**src/rtl/hc2_pkg.sv**
```systemverilog
`default_nettype none
// ----------------------------------------------------------------------------
// hc2_pkg
// shared types, register indexes and mod 26 helpers for the 2x2 hill cipher
// ----------------------------------------------------------------------------
package hc2_pkg;

    localparam int unsigned LETTER_W = 5;
    localparam int unsigned PROD_W   = 10;
    localparam int unsigned SUM_W    = 11;
    localparam int unsigned CFG_IDX_W = 3;
    localparam int unsigned CFG_DATA_W = 5;

    localparam logic [LETTER_W-1:0] ALPHA_SIZE = 5'd26;

    // register indexes of the configuration port
    typedef enum logic [CFG_IDX_W-1:0] {
        CFG_KEY_R0C0 = 3'd0,
        CFG_KEY_R0C1 = 3'd1,
        CFG_KEY_R1C0 = 3'd2,
        CFG_KEY_R1C1 = 3'd3,
        CFG_DECRYPT  = 3'd4
    } t_cfg_idx;

    // key and mode as seen by the datapath
    typedef struct packed {
        logic [LETTER_W-1:0] k00;
        logic [LETTER_W-1:0] k01;
        logic [LETTER_W-1:0] k10;
        logic [LETTER_W-1:0] k11;
        logic                decrypt;
    } t_key_cfg;

    // fold a raw 5-bit code into 0..25
    function automatic logic [LETTER_W-1:0] reduce5(input logic [LETTER_W-1:0] v);
        return (v >= ALPHA_SIZE) ? v - ALPHA_SIZE : v;
    endfunction

    // v mod 26 for v below 1680 (datapath sums stay under 1251): reciprocal
    // 78/2048 underestimates the quotient by at most one, so one compare and
    // subtract finishes it
    function automatic logic [LETTER_W-1:0] mod26(input logic [SUM_W-1:0] v);
        logic [16:0]      p;
        logic [5:0]       q;
        logic [SUM_W-1:0] r;
        p = 17'(v) * 17'd78;
        q = p[16:11];
        r = v - 11'(q) * 11'(ALPHA_SIZE);
        if (r >= 11'(ALPHA_SIZE)) begin
            r = r - 11'(ALPHA_SIZE);
        end
        return r[LETTER_W-1:0];
    endfunction

    // additive inverse mod 26 of a value in 0..25
    function automatic logic [LETTER_W-1:0] neg26(input logic [LETTER_W-1:0] v);
        return (v == '0) ? '0 : ALPHA_SIZE - v;
    endfunction

    // multiplicative inverse mod 26, zero when there is none
    function automatic logic [LETTER_W-1:0] inv26(input logic [LETTER_W-1:0] v);
        logic [LETTER_W-1:0] r;
        case (v)
            5'd1:    r = 5'd1;
            5'd3:    r = 5'd9;
            5'd5:    r = 5'd21;
            5'd7:    r = 5'd15;
            5'd9:    r = 5'd3;
            5'd11:   r = 5'd19;
            5'd15:   r = 5'd7;
            5'd17:   r = 5'd23;
            5'd19:   r = 5'd11;
            5'd21:   r = 5'd5;
            5'd23:   r = 5'd17;
            5'd25:   r = 5'd25;
            default: r = 5'd0;
        endcase
        return r;
    endfunction

endpackage
`default_nettype wire

```
**src/rtl/hc2_pipe.sv**
```systemverilog
`default_nettype none
// ----------------------------------------------------------------------------
// hc2_pipe
// five-stage datapath: reduce and key products, determinant inverse,
// effective matrix, pair products, final mod 26
// ----------------------------------------------------------------------------
module hc2_pipe
    import hc2_pkg::*;
(
    input  wire logic                i_clk,
    input  wire logic                i_rst_n,
    input  wire t_key_cfg            i_cfg,
    input  wire logic                i_in_valid,
    output logic                     o_in_ready,
    input  wire logic [LETTER_W-1:0] i_x0,
    input  wire logic [LETTER_W-1:0] i_x1,
    output logic                     o_out_valid,
    input  wire logic                i_out_ready,
    output logic [LETTER_W-1:0]      o_y0,
    output logic [LETTER_W-1:0]      o_y1,
    output logic                     o_invalid
);

    localparam int unsigned NSTG = 5;

    logic [NSTG-1:0] r_vld;
    logic [NSTG-1:0] rdy;
    logic [NSTG-1:0] load;

    // stage 1
    logic [LETTER_W-1:0] r_s1_x0, r_s1_x1, r_s1_a, r_s1_b, r_s1_c, r_s1_d;
    logic [PROD_W-1:0]   r_s1_ad, r_s1_bc;
    logic                r_s1_dec;
    logic [LETTER_W-1:0] n_s1_x0, n_s1_x1, n_s1_a, n_s1_b, n_s1_c, n_s1_d;
    // stage 2
    logic [LETTER_W-1:0] r_s2_x0, r_s2_x1, r_s2_a, r_s2_b, r_s2_c, r_s2_d, r_s2_dinv;
    logic                r_s2_dec, r_s2_inv;
    logic [5:0]          n_s2_sum;
    logic [LETTER_W-1:0] n_s2_det, n_s2_dinv;
    // stage 3
    logic [LETTER_W-1:0] r_s3_x0, r_s3_x1, r_s3_m00, r_s3_m01, r_s3_m10, r_s3_m11;
    logic                r_s3_inv;
    logic [LETTER_W-1:0] n_s3_m00, n_s3_m01, n_s3_m10, n_s3_m11;
    // stage 4
    logic [SUM_W-1:0]    r_s4_s0, r_s4_s1;
    logic                r_s4_inv;
    // stage 5 (output register)
    logic [LETTER_W-1:0] r_s5_y0, r_s5_y1;
    logic                r_s5_inv;

    // a stage takes new data when empty or when its item moves on
    always_comb begin
        rdy[NSTG-1] = !r_vld[NSTG-1] || i_out_ready;
        for (int k = NSTG - 2; k >= 0; k--) begin
            rdy[k] = !r_vld[k] || rdy[k+1];
        end
        load[0] = rdy[0] && i_in_valid;
        for (int k = 1; k < NSTG; k++) begin
            load[k] = rdy[k] && r_vld[k-1];
        end
    end

    always_ff @(posedge i_clk) begin
        if (!i_rst_n) begin
            r_vld <= '0;
        end else begin
            if (rdy[0]) begin
                r_vld[0] <= i_in_valid;
            end
            for (int k = 1; k < NSTG; k++) begin
                if (rdy[k]) begin
                    r_vld[k] <= r_vld[k-1];
                end
            end
        end
    end

    always_comb begin
        n_s1_x0 = reduce5(i_x0);
        n_s1_x1 = reduce5(i_x1);
        n_s1_a  = reduce5(i_cfg.k00);
        n_s1_b  = reduce5(i_cfg.k01);
        n_s1_c  = reduce5(i_cfg.k10);
        n_s1_d  = reduce5(i_cfg.k11);
    end

    always_comb begin
        n_s2_sum  = 6'(mod26(11'(r_s1_ad))) + 6'(ALPHA_SIZE) - 6'(mod26(11'(r_s1_bc)));
        n_s2_det  = (n_s2_sum >= 6'(ALPHA_SIZE)) ? 5'(n_s2_sum - 6'(ALPHA_SIZE))
                                                 : n_s2_sum[LETTER_W-1:0];
        n_s2_dinv = inv26(n_s2_det);
    end

    always_comb begin
        if (r_s2_dec) begin
            n_s3_m00 = mod26(11'(10'(r_s2_d) * 10'(r_s2_dinv)));
            n_s3_m01 = mod26(11'(10'(neg26(r_s2_b)) * 10'(r_s2_dinv)));
            n_s3_m10 = mod26(11'(10'(neg26(r_s2_c)) * 10'(r_s2_dinv)));
            n_s3_m11 = mod26(11'(10'(r_s2_a) * 10'(r_s2_dinv)));
        end else begin
            n_s3_m00 = r_s2_a;
            n_s3_m01 = r_s2_b;
            n_s3_m10 = r_s2_c;
            n_s3_m11 = r_s2_d;
        end
    end

    always_ff @(posedge i_clk) begin
        if (load[0]) begin
            r_s1_x0  <= n_s1_x0;
            r_s1_x1  <= n_s1_x1;
            r_s1_a   <= n_s1_a;
            r_s1_b   <= n_s1_b;
            r_s1_c   <= n_s1_c;
            r_s1_d   <= n_s1_d;
            r_s1_ad  <= 10'(n_s1_a) * 10'(n_s1_d);
            r_s1_bc  <= 10'(n_s1_b) * 10'(n_s1_c);
            r_s1_dec <= i_cfg.decrypt;
        end
        if (load[1]) begin
            r_s2_x0   <= r_s1_x0;
            r_s2_x1   <= r_s1_x1;
            r_s2_a    <= r_s1_a;
            r_s2_b    <= r_s1_b;
            r_s2_c    <= r_s1_c;
            r_s2_d    <= r_s1_d;
            r_s2_dinv <= n_s2_dinv;
            r_s2_inv  <= (n_s2_dinv == '0);
            r_s2_dec  <= r_s1_dec;
        end
        if (load[2]) begin
            r_s3_x0  <= r_s2_x0;
            r_s3_x1  <= r_s2_x1;
            r_s3_m00 <= n_s3_m00;
            r_s3_m01 <= n_s3_m01;
            r_s3_m10 <= n_s3_m10;
            r_s3_m11 <= n_s3_m11;
            r_s3_inv <= r_s2_inv;
        end
        if (load[3]) begin
            r_s4_s0  <= 11'(10'(r_s3_m00) * 10'(r_s3_x0)) + 11'(10'(r_s3_m01) * 10'(r_s3_x1));
            r_s4_s1  <= 11'(10'(r_s3_m10) * 10'(r_s3_x0)) + 11'(10'(r_s3_m11) * 10'(r_s3_x1));
            r_s4_inv <= r_s3_inv;
        end
        if (load[4]) begin
            r_s5_y0  <= r_s4_inv ? '0 : mod26(r_s4_s0);
            r_s5_y1  <= r_s4_inv ? '0 : mod26(r_s4_s1);
            r_s5_inv <= r_s4_inv;
        end
    end

    assign o_in_ready  = rdy[0];
    assign o_out_valid = r_vld[NSTG-1];
    assign o_y0        = r_s5_y0;
    assign o_y1        = r_s5_y1;
    assign o_invalid   = r_s5_inv;

    // a rejected key always yields a zero pair
    a_invalid_zero: assert property (@(posedge i_clk) disable iff (!i_rst_n)
        o_out_valid && o_invalid |-> o_y0 == '0 && o_y1 == '0)
        else $error("invalid key result carries nonzero letters");

    // every delivered letter lies in the alphabet
    a_out_range: assert property (@(posedge i_clk) disable iff (!i_rst_n)
        o_out_valid |-> o_y0 < ALPHA_SIZE && o_y1 < ALPHA_SIZE)
        else $error("output letter out of range");

    // effective matrix entries are reduced before the pair products
    a_matrix_range: assert property (@(posedge i_clk) disable iff (!i_rst_n)
        r_vld[2] |-> r_s3_m00 < ALPHA_SIZE && r_s3_m01 < ALPHA_SIZE
                  && r_s3_m10 < ALPHA_SIZE && r_s3_m11 < ALPHA_SIZE)
        else $error("matrix entry out of range");

    // a stage with a held item downstream keeps its item
    a_no_drop: assert property (@(posedge i_clk) disable iff (!i_rst_n)
        r_vld[3] && r_vld[4] && !i_out_ready |=> r_vld[3] && r_vld[4])
        else $error("pipeline lost an item under stall");

endmodule
`default_nettype wire

```
**src/rtl/hill_cipher_2x2_mod26.sv**
```systemverilog
`default_nettype none
// ----------------------------------------------------------------------------
// hill_cipher_2x2_mod26
// streaming 2x2 hill cipher over a 26-letter alphabet, encrypt or decrypt
// ----------------------------------------------------------------------------
// Each item is a pair of letter codes (0 = A). In encrypt mode the pair is
// multiplied by the 2x2 key mod 26; in decrypt mode by the inverse key, the
// determinant's inverse mod 26 times the adjugate. When the determinant has
// no inverse mod 26 the result raises key_invalid and both letters are zero.
// Codes 26..31 on the key or the letters count as their value mod 26. The
// datapath is a five-stage pipeline: one item is taken every cycle unless
// the input side stalls, which it does only when the output is held and
// every stage is full. Key and mode go through the plain register port (index
// 0..3 key entries row by row, index 4 decrypt mode, other indexes ignored);
// the user must write them only while no item is in flight, which the block
// does not enforce; each item derives its own effective matrix as it passes.
// ----------------------------------------------------------------------------
module hill_cipher_2x2_mod26
    import hc2_pkg::*;
(
    input  wire logic                  i_clk,
    input  wire logic                  i_rst_n,
    // configuration write port
    input  wire logic                  i_cfg_wen,
    input  wire logic [CFG_IDX_W-1:0]  i_cfg_idx,
    input  wire logic [CFG_DATA_W-1:0] i_cfg_wdata,
    // letter pair in
    input  wire logic                  i_in_valid,
    output logic                       o_in_ready,
    input  wire logic [LETTER_W-1:0]   i_letter_first,
    input  wire logic [LETTER_W-1:0]   i_letter_second,
    // transformed pair out
    output logic                       o_out_valid,
    input  wire logic                  i_out_ready,
    output logic [LETTER_W-1:0]        o_out_first,
    output logic [LETTER_W-1:0]        o_out_second,
    output logic                       o_key_invalid
);

    // key and mode registers, reset to identity key in encrypt mode
    t_key_cfg r_cfg;

    always_ff @(posedge i_clk) begin
        if (!i_rst_n) begin
            r_cfg.k00     <= 5'd1;
            r_cfg.k01     <= 5'd0;
            r_cfg.k10     <= 5'd0;
            r_cfg.k11     <= 5'd1;
            r_cfg.decrypt <= 1'b0;
        end else if (i_cfg_wen) begin
            case (i_cfg_idx)
                CFG_KEY_R0C0: r_cfg.k00     <= i_cfg_wdata;
                CFG_KEY_R0C1: r_cfg.k01     <= i_cfg_wdata;
                CFG_KEY_R1C0: r_cfg.k10     <= i_cfg_wdata;
                CFG_KEY_R1C1: r_cfg.k11     <= i_cfg_wdata;
                CFG_DECRYPT:  r_cfg.decrypt <= i_cfg_wdata[0];
                default: begin
                    // unused index, write dropped
                end
            endcase
        end
    end

    // pipelined datapath: key reduction, determinant inverse, matrix,
    // pair products, final reduction into the output register
    hc2_pipe u_pipe (
        .i_clk       (i_clk),
        .i_rst_n     (i_rst_n),
        .i_cfg       (r_cfg),
        .i_in_valid  (i_in_valid),
        .o_in_ready  (o_in_ready),
        .i_x0        (i_letter_first),
        .i_x1        (i_letter_second),
        .o_out_valid (o_out_valid),
        .i_out_ready (i_out_ready),
        .o_y0        (o_out_first),
        .o_y1        (o_out_second),
        .o_invalid   (o_key_invalid)
    );

endmodule
`default_nettype wire
```
**config.mk**
```make
export PLATFORM = sky130hd
export DESIGN_NAME = hill_cipher_2x2_mod26
export DESIGN_NICKNAME = d
export VERILOG_FILES = /design/src/rtl/hc2_pkg.sv /design/src/rtl/hc2_pipe.sv /design/src/rtl/hill_cipher_2x2_mod26.sv
export SDC_FILE = /design/constraint.sdc
export NUM_CORES = 1
export LEC_CHECK = 0
export CORE_UTILIZATION = 40
export DETAILED_ROUTE_END_ITERATION = 16
export DONT_BUFFER_PORTS = 1
export PLACE_DENSITY = 0.57
export SKIP_CTS_REPAIR_TIMING = 1
export SYNTH_ARGS = -nofsm -noshare
export SYNTH_HDL_FRONTEND = slang
export SYNTH_SLANG_ARGS = --single-unit
export TNS_END_PERCENT = 20
```
**constraint.sdc**
```tcl
create_clock -name i_clk -period 19.52 [get_ports i_clk]
set_clock_uncertainty 0.05 [all_clocks]
set_input_delay 1.952 -clock i_clk [delete_from_list [all_inputs] [get_ports i_clk]]
set_output_delay 1.952 -clock i_clk [all_outputs]
set_load 0.02 [all_outputs]
```
---- After elaboration in Yosys (flattened, before gate mapping) ----
Memories as Yosys holds them, arrays and structs flattened.
Cells that the tools add are included.
cells by class
  reductions and logical operators ........ 24
  divide/modulo/power cells ............... 0
  bitwise operators ....................... 0
  multiplexer cells ....................... 21
  multipliers ............................. 26
  shift-type cells ........................ 0
  order comparisons ....................... 15
  equality and inequality tests ........... 4
  add/subtract/negate cells ............... 29
operators by type and width
  kind                                                  number
  2-to-1 mux 5 bit                                      21
  multiplier 5 x 5 -> 10 bit                            10
  multiplier 10 x 6 -> 16 bit, second input constant    6
  >= comparator 11 x 5 -> 1 bit, second input constant  8
  multiplier 6 x 4 -> 10 bit, second input constant     8
  subtractor 5 bit, second input constant               15
  subtractor 10 x 11 -> 11 bit                          6
  multiplier 11 x 6 -> 16 bit, second input constant    2
  >= comparator 5 bit, second input constant            6
  adder 10 x 10 -> 11 bit                               2
  subtractor 11 bit                                     2
  logical NOT 5 bit                                     3
  AND reduction 2 bit                                   5
  subtractor 5 bit, first input constant                2
  adder 5 x 5 -> 6 bit, second input constant           1
  equality test 3 x 2 -> 1 bit, second input constant   2
  >= comparator 6 x 5 -> 1 bit, second input constant   1
  subtractor 6 x 5 -> 6 bit                             1
  logical AND 1 bit                                     5
  logical NOT 1 bit                                     5
  logical OR 1 bit                                      5
  equality test 3 x 1 -> 1 bit, second input constant   1
  equality test 3 bit, second input constant            1
  logical NOT 3 bit                                     1
storage, ports and cells
  logic and storage cells ................. 161
  bits of input ports ..................... 23
  RAM bits ................................ 0
  flip-flop bits (word level) ............. 179
  memory bits (read-only) ................. 160
  memories kept ........................... 1
  latch bits .............................. 0
  output and inout port bits .............. 13
memories
  name              depth  bits a word  rd ports  clocked after memory_dff  wr ports  line           text
  (name not given)  32     5            1         0                         0         hc2_pkg.sv:63  case (v)

---- Longest topological paths before layout ----
Gate-level depths: netlist of the first run.
An unclocked memory read counts as a cell.
  depth in word-level cells ............... 11
  mapped depth ............................ 47
  mapped depth without buffers ............ 47

---- Cells and area by module ----
From an unflattened synthesis of the first run, not the netlist that was laid out.
second synthesis, totals
  cell total of the unflattened synthesis .. 3149
  area total of the unflattened synthesis .. 29512.1 um^2
modules (own cells, without submodules)
  module                 cells an instance  times used  area an instance (um^2)
  hc2_pipe               3069               1           28696.3
  hill_cipher_2x2_mod26  80                 1           815.8

---- Worst setup path after synthesis of the first run ----
No wires, ideal clock.
  path kind ............................... register -> register
  from .................................... reg u_pipe.r_s2_b[0]
  to ...................................... reg u_pipe.r_s3_m01[4], data pin
  stages on the path, launching flop included .. 44
  required time ........................... 19.196 ns
  setup slack ............................. 8.889 ns
  path buffers ............................ 0
  library setup time ...................... 0.274 ns
  arrival time ............................ 10.307 ns
  cell sequence ........................... edfxtp_1 > inv_1 > ha_1 > nor4b_1 > nor2_1 > nand2_1 > fa_1 > fa_1 > fa_1 > inv_1 > ha_1 > a21oi_1 > o21bai_1 > a21o_1 > a21oi_1 > xnor2_1 > fa_1 > ha_1 > [8 not listed] > nor2_1 > xnor2_1 > ha_1 > inv_1 > fa_1 > inv_1 > ha_1 > a21o_1 > a21oi_1 > xnor2_1 > ha_1 > or4_1 > or3_4 > and2_4 > xor2_2 > nor4_4 > or3_1 > a31oi_1
on the way
  word-level cells in the longest chain between the ends .. 9
  elaborated cells on any way between the ends .. 11
ends and longest elaborated chain
  what                                                               line                          text
  start: declaration                                                 hc2_pipe.sv:36                logic [LETTER_W-1:0] r_s2_x0, r_s2_x1, r_s2_a, r_s2_b, r_s2_c, r_s2_d, r_s2_dinv;
  start signal: assignment                                           hc2_pipe.sv:124               r_s2_b <= r_s1_b;
  subtractor 5 bit or logical NOT 5 bit (tied branches)              hc2_pkg.sv:57                 return (v == '0) ? '0 : ALPHA_SIZE - v;
  2-to-1 mux 5 bit *                                                 hc2_pkg.sv:57
  multiplier 5 x 5 -> 10 bit *                                       hc2_pipe.sv:97                n_s3_m01 = mod26(11'(10'(neg26(r_s2_b)) * 10'(r_s2_dinv)));
  multiplier 10 x 6 -> 16 bit                                        hc2_pkg.sv:46                 p = 17'(v) * 17'd78;
  multiplier 6 x 4 -> 10 bit                                         hc2_pkg.sv:48                 r = v - 11'(q) * 11'(ALPHA_SIZE);
  subtractor 10 x 11 -> 11 bit *                                     hc2_pkg.sv:48
  >= comparator 11 x 5 -> 1 bit or subtractor 5 bit (tied branches)  hc2_pkg.sv:49, hc2_pkg.sv:50
  2-to-1 mux 5 bit *                                                 hc2_pkg.sv:49                 if (r >= 11'(ALPHA_SIZE)) begin
  2-to-1 mux 5 bit *                                                 hc2_pipe.sv:95                if (r_s2_dec) begin
  via u_pipe.n_s3_m01[4]                                             hc2_pipe.sv:43                logic [LETTER_W-1:0] n_s3_m00, n_s3_m01, n_s3_m10, n_s3_m11;
  end signal: assignment                                             hc2_pipe.sv:135               r_s3_m01 <= n_s3_m01;
  end: declaration                                                   hc2_pipe.sv:41                logic [LETTER_W-1:0] r_s3_x0, r_s3_x1, r_s3_m00, r_s3_m01, r_s3_m10, r_s3_m11;
Mark *: on every way through the listed nets, which the timed path passes. The rest lies on a longest branch.
A chain may end at the register's enable or synchronous reset.

---- Final worst setup path of the first run ----
  from .................................... reg u_pipe.r_s2_b[0]
  to ...................................... reg u_pipe.r_s3_m01[1], data pin
The elaborated chain is that of the path after synthesis.

==> impl_metrics.yaml, run 1 <==
logic_synthesis:
  synth.cell_area_um2: 28800
  synth_top_area_share_pct: 25.5
  synth.net_count: 3917
  synth-seq-area-share_pct: 17.8
  synth-main-ff-cell: "sky130_fd_sc_hd__edfxtp_1"
  largest_family_of_logic_cells_by_synthesized_area: "adder cells"
  synth.largest_area_cell: "sky130_fd_sc_hd__ha_1"
  synth_seq_cells: 179
  synth_adder_area_share_pct: 44.0
  ys_async_sr_fraction_pct: 0
  yosys.cell_count.top_type: "sky130_fd_sc_hd__inv_1"
  synth-warning-count: 0
  synthCells: 3041
  synth_xor_area_share_pct: 5.64
  synth_top_cells_by_area: "sky130_fd_sc_hd__ha_1 (26%), sky130_fd_sc_hd__fa_1 (18%), sky130_fd_sc_hd__edfxtp_1 (16%)"
  synth-simple-area-share_pct: 11.4
  synth_enable_flop_cells: 153
  mux_cell_area_share_after_synthesis_pct: 1.36
  ys_top_cells_by_count: "sky130_fd_sc_hd__inv_1 (615), sky130_fd_sc_hd__ha_1 (588), sky130_fd_sc_hd__fa_1 (265)"
  synth.distinct_cells: 71
  avgSynthCellArea_um2: 9.47
  synth_compound_gate_area_share_pct: 11.5
setup_path:
  timing.reg2reg.setup_slack_ns: 8.04
  timing.critical_path.max_delay_family: "adder cells"
  crit_path_end_kind: "register"
  worst-path-max-fanout: 7
  required_ns: 19.65
  worstSetupStartpointType: "register"
  setup.worst_path.class: "reg2reg"
  slowest_stage: "sky130_fd_sc_hd__fa_1"
  timing.reg2reg.worst_path_depth: 43
  path_common_cell: "sky130_fd_sc_hd__ha_1"
  r2r-end: "u_pipe.r_s3_m01[1]"
  max_stage_delay_ns: 0.57
  crit_buf_inv: 6
  worst_r2r_startpoint: "u_pipe.r_s2_b[0]"
  cp.arrival_ns: 11.61
sta:
  timing.setup.tns_ns: 0
  slew-limit-headroom_pct: 33.8
  fin_crit_sh_pct: 58.8
  rsz0062_at_grt: "no"
  worstMarginPinSlew_ns: 0.991
  timing.final.setup_violations: 0
  slew_viol_final: 0
  final-hold-violation-count: 0
  layout_min_cycle_time_ns: 11.48
  fmax_mhz: 87.1
die:
  fp.coreArea_um2: 71400
  die_x_um: 270
  die_area_um2: 73100
  die_h_um: 270
  io_pins: 36
  initial_utilization_pct: 40.4
  placement_rows: 98
min_path:
  hold_depth: 0
  min_to: "u_pipe.r_s2_d[0]"
  worstHoldStart: "u_pipe.r_s1_d[0]"
  holdCritPathClass: "reg2reg"
placement:
  gp_routability_congestion: 0.793
  io_buffer_count: 0
  placed_area_um2: 30000
  place_inst: 3975
  placed_wire_length_estimate_after_detailed_placement_um: 44900
final_layout:
  nNetsFinal: 3920
  layout.cell_area.non_filler_um2: 30600
  insertedDiodeCount: 0
  layout-drive-gt1-share_pct: 2.78
  final_core_util_pct: 42.9
  stdcell_count: 4007
  relative_area_change_from_synthesis_to_final_layout_pct: 6.41
drt:
  first_pass_iters: 5
  drc: 0
  drt-total-wl_um: 53500
  detail_route.vias_per_cell: 4.92
  drt_iter0_markers: 616
  post_drt_wl_per_cell_um: 13.3
  ant_nets: 0
  via_count: 19700
clock_tree:
  cts_max_path_buffers: 2
  clkLatencyLatePin_ns: 0.46
  cts_tree: "done"
  clockRootBuffer: "sky130_fd_sc_hd__clkbuf_16"
  cts_inserted_buffers: 17
  cts.htree.levels: 4
  clk_pin_slew_worst_paths_ns: 0.07
  clock_sink_count: 179
status:
  outcome: "completed"
global_route:
  grt_pass1_vias: 19900
  track_usage_pct: 15.4
  grt_pass1_wl_um: 94500
  overflow: 0
  grt_start_max_net_pins: 52
  antenna_found_initial: 0
flow_run:
  cap_viol_max_count: 0
registers in the layout, summed over array words and instances, names as in the netlist, 10 cells and up:
name,cells
r_cfg,21
u_pipe.r_s4_s0,11
u_pipe.r_s4_s1,11
u_pipe.r_s1_ad,10
u_pipe.r_s1_bc,10
metal layers:
metal / vias to the layer above / GRT usage, % / part of all wire [%]
li1: 10100 / - / -
met1: 9355 / 21.2 / 50
met2: 188 / 26.1 / 47
met3: 35 / 1.92 / 2.6
met4: 0 / 2.63 / 1.2
met5: - / 0 / 0
kinds of logic after synthesis:
| group | Yosys count |
|---|---|
| compound gates | 518 |
| fa+ha+maj | 853 |
| buf+inv | 641 |
| simple gates | 629 |
| flops | 179 |
| xor+xnor | 183 |
| mux | 38 |
per-stage QoR:
stage / hold WS [ns] / setup slack (ns)
2_1_floorplan: 0.350 / 8.89
3_3_place_gp: 0.351 / 8.10
3_5_place_dp: 0.355 / 7.98
4_1_cts: 0.370 / 7.94
5_1_grt: 0.375 / 7.23
6_report: 0.367 / 8.04
cell usage in the layout (no fill, tap or decap), drive strengths merged, types with 5 or more instances in the layout:
| master | netlist | layout |
|---|---|---|
| nand2b | 17 | 17 |
| inv | 615 | 620 |
| o21a | 42 | 42 |
| nor2b | 68 | 68 |
| a21oi | 167 | 167 |
| fa | 265 | 265 |
| nor2 | 104 | 104 |
| a31oi | 16 | 16 |
| o31ai | 23 | 23 |
| xor2 | 81 | 81 |
| o21bai | 31 | 31 |
| nand3 | 21 | 21 |
| or3 | 16 | 16 |
| a211oi | 15 | 15 |
| edfxtp | 153 | 153 |
| and3 | 17 | 17 |
| a21boi | 10 | 10 |
| nand4 | 5 | 5 |
| o2111ai | 8 | 8 |
| and2 | 144 | 144 |
| xnor2 | 102 | 102 |
| or2 | 12 | 12 |
| clkbuf | 26 | 23 |
| o22ai | 6 | 6 |
| dfxtp | 26 | 26 |
| ha | 588 | 588 |
| nand2 | 171 | 171 |
| mux2 | 9 | 9 |
| a41o | 6 | 6 |
| mux2i | 29 | 29 |
| nor4 | 7 | 7 |
| o211ai | 15 | 15 |
| a21o | 56 | 56 |
| buf | 0 | 10 |
| nor3 | 29 | 29 |
| o21ai | 88 | 88 |
final cells by class:
| cell class | instances | area (um^2) |
|---|---|---|
| clock inverters | 9 | 101 |
| well taps | 950 | 1190 |
| clock buffers | 23 | 543 |
| fillers | 7078 | 40700 |
| multi-input cells | 2221 | 21300 |
| flip-flops and latches | 179 | 5110 |
| inverters | 615 | 2310 |
| repair buffers | 10 | 75.1 |
how the worst max path moves through the flow:
| stage | startpoint | to | slack [ns] | depth (start not counted) |
|---|---|---|---|---|
| 2_1_floorplan | u_pipe.r_s2_b[0] | u_pipe.r_s3_m01[4] | 8.89 | 43 |
| 3_3_place_gp | u_pipe.r_s2_b[0] | u_pipe.r_s3_m01[4] | 8.10 | 43 |
| 3_5_place_dp | u_pipe.r_s2_b[0] | u_pipe.r_s3_m01[1] | 7.98 | 43 |
| 4_1_cts | u_pipe.r_s2_b[0] | u_pipe.r_s3_m01[1] | 7.94 | 43 |
| 5_1_grt | u_pipe.r_s2_b[0] | u_pipe.r_s3_m01[4] | 7.23 | 41 |
| 6_report | u_pipe.r_s2_b[0] | u_pipe.r_s3_m01[1] | 8.04 | 43 |
Power of run 1 is left out: the tool's default activity adds up to more than one toggle a clock period on the data nets, which glitch-free logic cannot reach.
==> run 2, diff against run 1 <==
==> constraint.sdc (replaced) <==
create_clock -name i_clk -period 11 [get_ports i_clk]
set_clock_uncertainty 0.05 [all_clocks]
set_input_delay 1.1 -clock i_clk [delete_from_list [all_inputs] [get_ports i_clk]]
set_output_delay 1.1 -clock i_clk [all_outputs]
set_load 0.02 [all_outputs]
==> run 2 against run 1 <==
Sequential cell count unchanged; die area unchanged; worst hold slack improved by 0.0028 ns; routed wire length increased by 0.45%; design area increased by 1.9%; non-clock buffer count increased by 49; via count increased by 0.76%; first-iteration DRC count decreased by 1.1%.
==> impl_metrics.yaml, run 2 (same netlist as run 1, synthesis figures left out) <==
drt:
  post_drt_wl_per_cell_um: 13.2
  detail_route.vias_per_cell: 4.90
  via_count: 19900
  first_pass_iters: 5
  drt-total-wl_um: 53700
  drc: 0
  drt_iter0_markers: 609
  ant_nets: 0
setup_path:
  path_common_cell: "sky130_fd_sc_hd__fa_1"
  timing.reg2reg.worst_path_depth: 43
  slowest_stage: "sky130_fd_sc_hd__fa_1"
  worst-path-max-fanout: 7
  crit_path_end_kind: "register"
  timing.reg2reg.setup_slack_ns: 0.58
  setup.worst_path.class: "reg2reg"
  required_ns: 11.24
  worstSetupStartpointType: "register"
  r2r-end: "u_pipe.r_s3_m01[4]"
  worst_r2r_startpoint: "u_pipe.r_s2_b[0]"
  max_stage_delay_ns: 0.54
  cp.arrival_ns: 10.67
global_route:
  grt_start_max_net_pins: 52
  grt_pass1_wl_um: 93500
  grt_pass1_vias: 19900
  track_usage_pct: 15.3
  antenna_found_initial: 0
  overflow: 0
clock_tree:
  clkLatencyLatePin_ns: 0.45
  clockRootBuffer: "sky130_fd_sc_hd__clkbuf_16"
  clock_sink_count: 179
  cts.htree.levels: 4
  cts_tree: "done"
  cts_inserted_buffers: 17
  clk_pin_slew_worst_paths_ns: 0.07
  cts_max_path_buffers: 2
flow_run:
  cap_viol_max_count: 0
sta:
  fmax_mhz: 95.9
  rsz0062_at_grt: "yes"
  slew_viol_final: 0
  layout_min_cycle_time_ns: 10.42
  slew-limit-headroom_pct: 33.0
  fin_crit_sh_pct: 94.8
  timing.final.setup_violations: 0
  final-hold-violation-count: 0
  worstMarginPinSlew_ns: 1.00
final_layout:
  layout_commonest_cell: "sky130_fd_sc_hd__inv_1"
  largestRegisters: "r_cfg x21, u_pipe.r_s4_s0 x11, u_pipe.r_s4_s1 x11"
  layout-drive-gt1-share_pct: 5.76
  largest_register_ff_count: 21
  fillerInstances: 7061
  most-common-layout-cells: "sky130_fd_sc_hd__inv_1 (613), sky130_fd_sc_hd__ha_1 (584), sky130_fd_sc_hd__fa_1 (264), sky130_fd_sc_hd__nand2_1 (171), sky130_fd_sc_hd__a21oi_1 (155)"
  final_core_util_pct: 43.8
  regArea_um2: 5110
  nNetsFinal: 3969
  multi_input_area_um2: 21600
  insertedDiodeCount: 0
  relative_area_change_from_synthesis_to_final_layout_pct: 8.44
  max_flop_register: "r_cfg"
die:
  initial_utilization_pct: 40.4
  die_x_um: 270
  io_pins: 36
  die_h_um: 270
  fp.coreArea_um2: 71400
  die_area_um2: 73100
  placement_rows: 98
status:
  outcome: "completed"
min_path:
  holdCritPathClass: "reg2reg"
  worstHoldStart: "u_pipe.r_s1_d[2]"
  hold_depth: 0
  min_to: "u_pipe.r_s2_d[2]"
placement:
  io_buffer_count: 0
  placed_wire_length_estimate_after_detailed_placement_um: 45200
  gp_routability_congestion: 0.815
## run 2: cell types whose count changed in the layout (fill, tap and decap cells not counted), sizes merged
cell      delta
clkinvlp     +1
clkinv       +1
inv          +2
bufinv       -1
clkbuf       -3
buf         +49
## run 2: how the worst max path moves through the flow
stage	cells after the start	slack, ns	start	to
3_5_place_dp	42	-0.24	u_pipe.r_s2_b[0]	u_pipe.r_s3_m01[1]
5_1_grt	45	-0.07	u_pipe.r_s2_c[0]	u_pipe.r_s3_m10[4]
3_3_place_gp	42	-0.02	u_pipe.r_s2_b[0]	u_pipe.r_s3_m01[1]
2_1_floorplan	43	0.37	u_pipe.r_s2_b[0]	u_pipe.r_s3_m01[4]
6_report	43	0.58	u_pipe.r_s2_b[0]	u_pipe.r_s3_m01[4]
4_1_cts	42	-0.27	u_pipe.r_s2_b[0]	u_pipe.r_s3_m01[1]
## run 2: layer usage
metal / up-vias / track usage, % / part of all wire [%]
met1: 9453 / 20.9 / 50
met4: 0 / 1.95 / 0.61
met2: 147 / 26.3 / 47
met5: - / 0 / 0
li1: 10200 / - / -
met3: 25 / 1.88 / 2.3
## run 2: area by class of cell
cell class	count	area share [%]
flip-flops and latches	179	16.4
clock inverters	12	0.324
clock buffers	20	1.60
well taps	950	3.81
multi-input cells	2221	69.1
inverters	615	7.39
repair buffers	59	1.42
## run 2: stage by stage
stage	std cells	hold WS, ns	TNS (ns)	setup slack, ns	cell area [um^2]
3_3_place_gp	4013	0.351	-0.0361	-0.0207	30300
6_report	4056	0.370	0	0.576	31200
5_1_grt	4056	0.378	-0.237	-0.0734	31200
3_5_place_dp	4013	0.355	-0.789	-0.242	30300
2_1_floorplan	3041	0.350	0	0.369	28800
4_1_cts	4045	0.372	-0.881	-0.267	30900
## run 2: worst max-delay path, delay by kind of cell (launching register included)
family,cells,cell delay (ns)
AO/OA/AOI/OAI,10,1.76
AND/OR/NAND/NOR,10,1.77
flip-flops,1,0.40
adder cells (fa/ha/maj),13,4.84
multiplexers,1,0.30
XOR/XNOR,4,0.73
buffers and inverters,5,0.40
Power of run 2 is left out for the same reason.
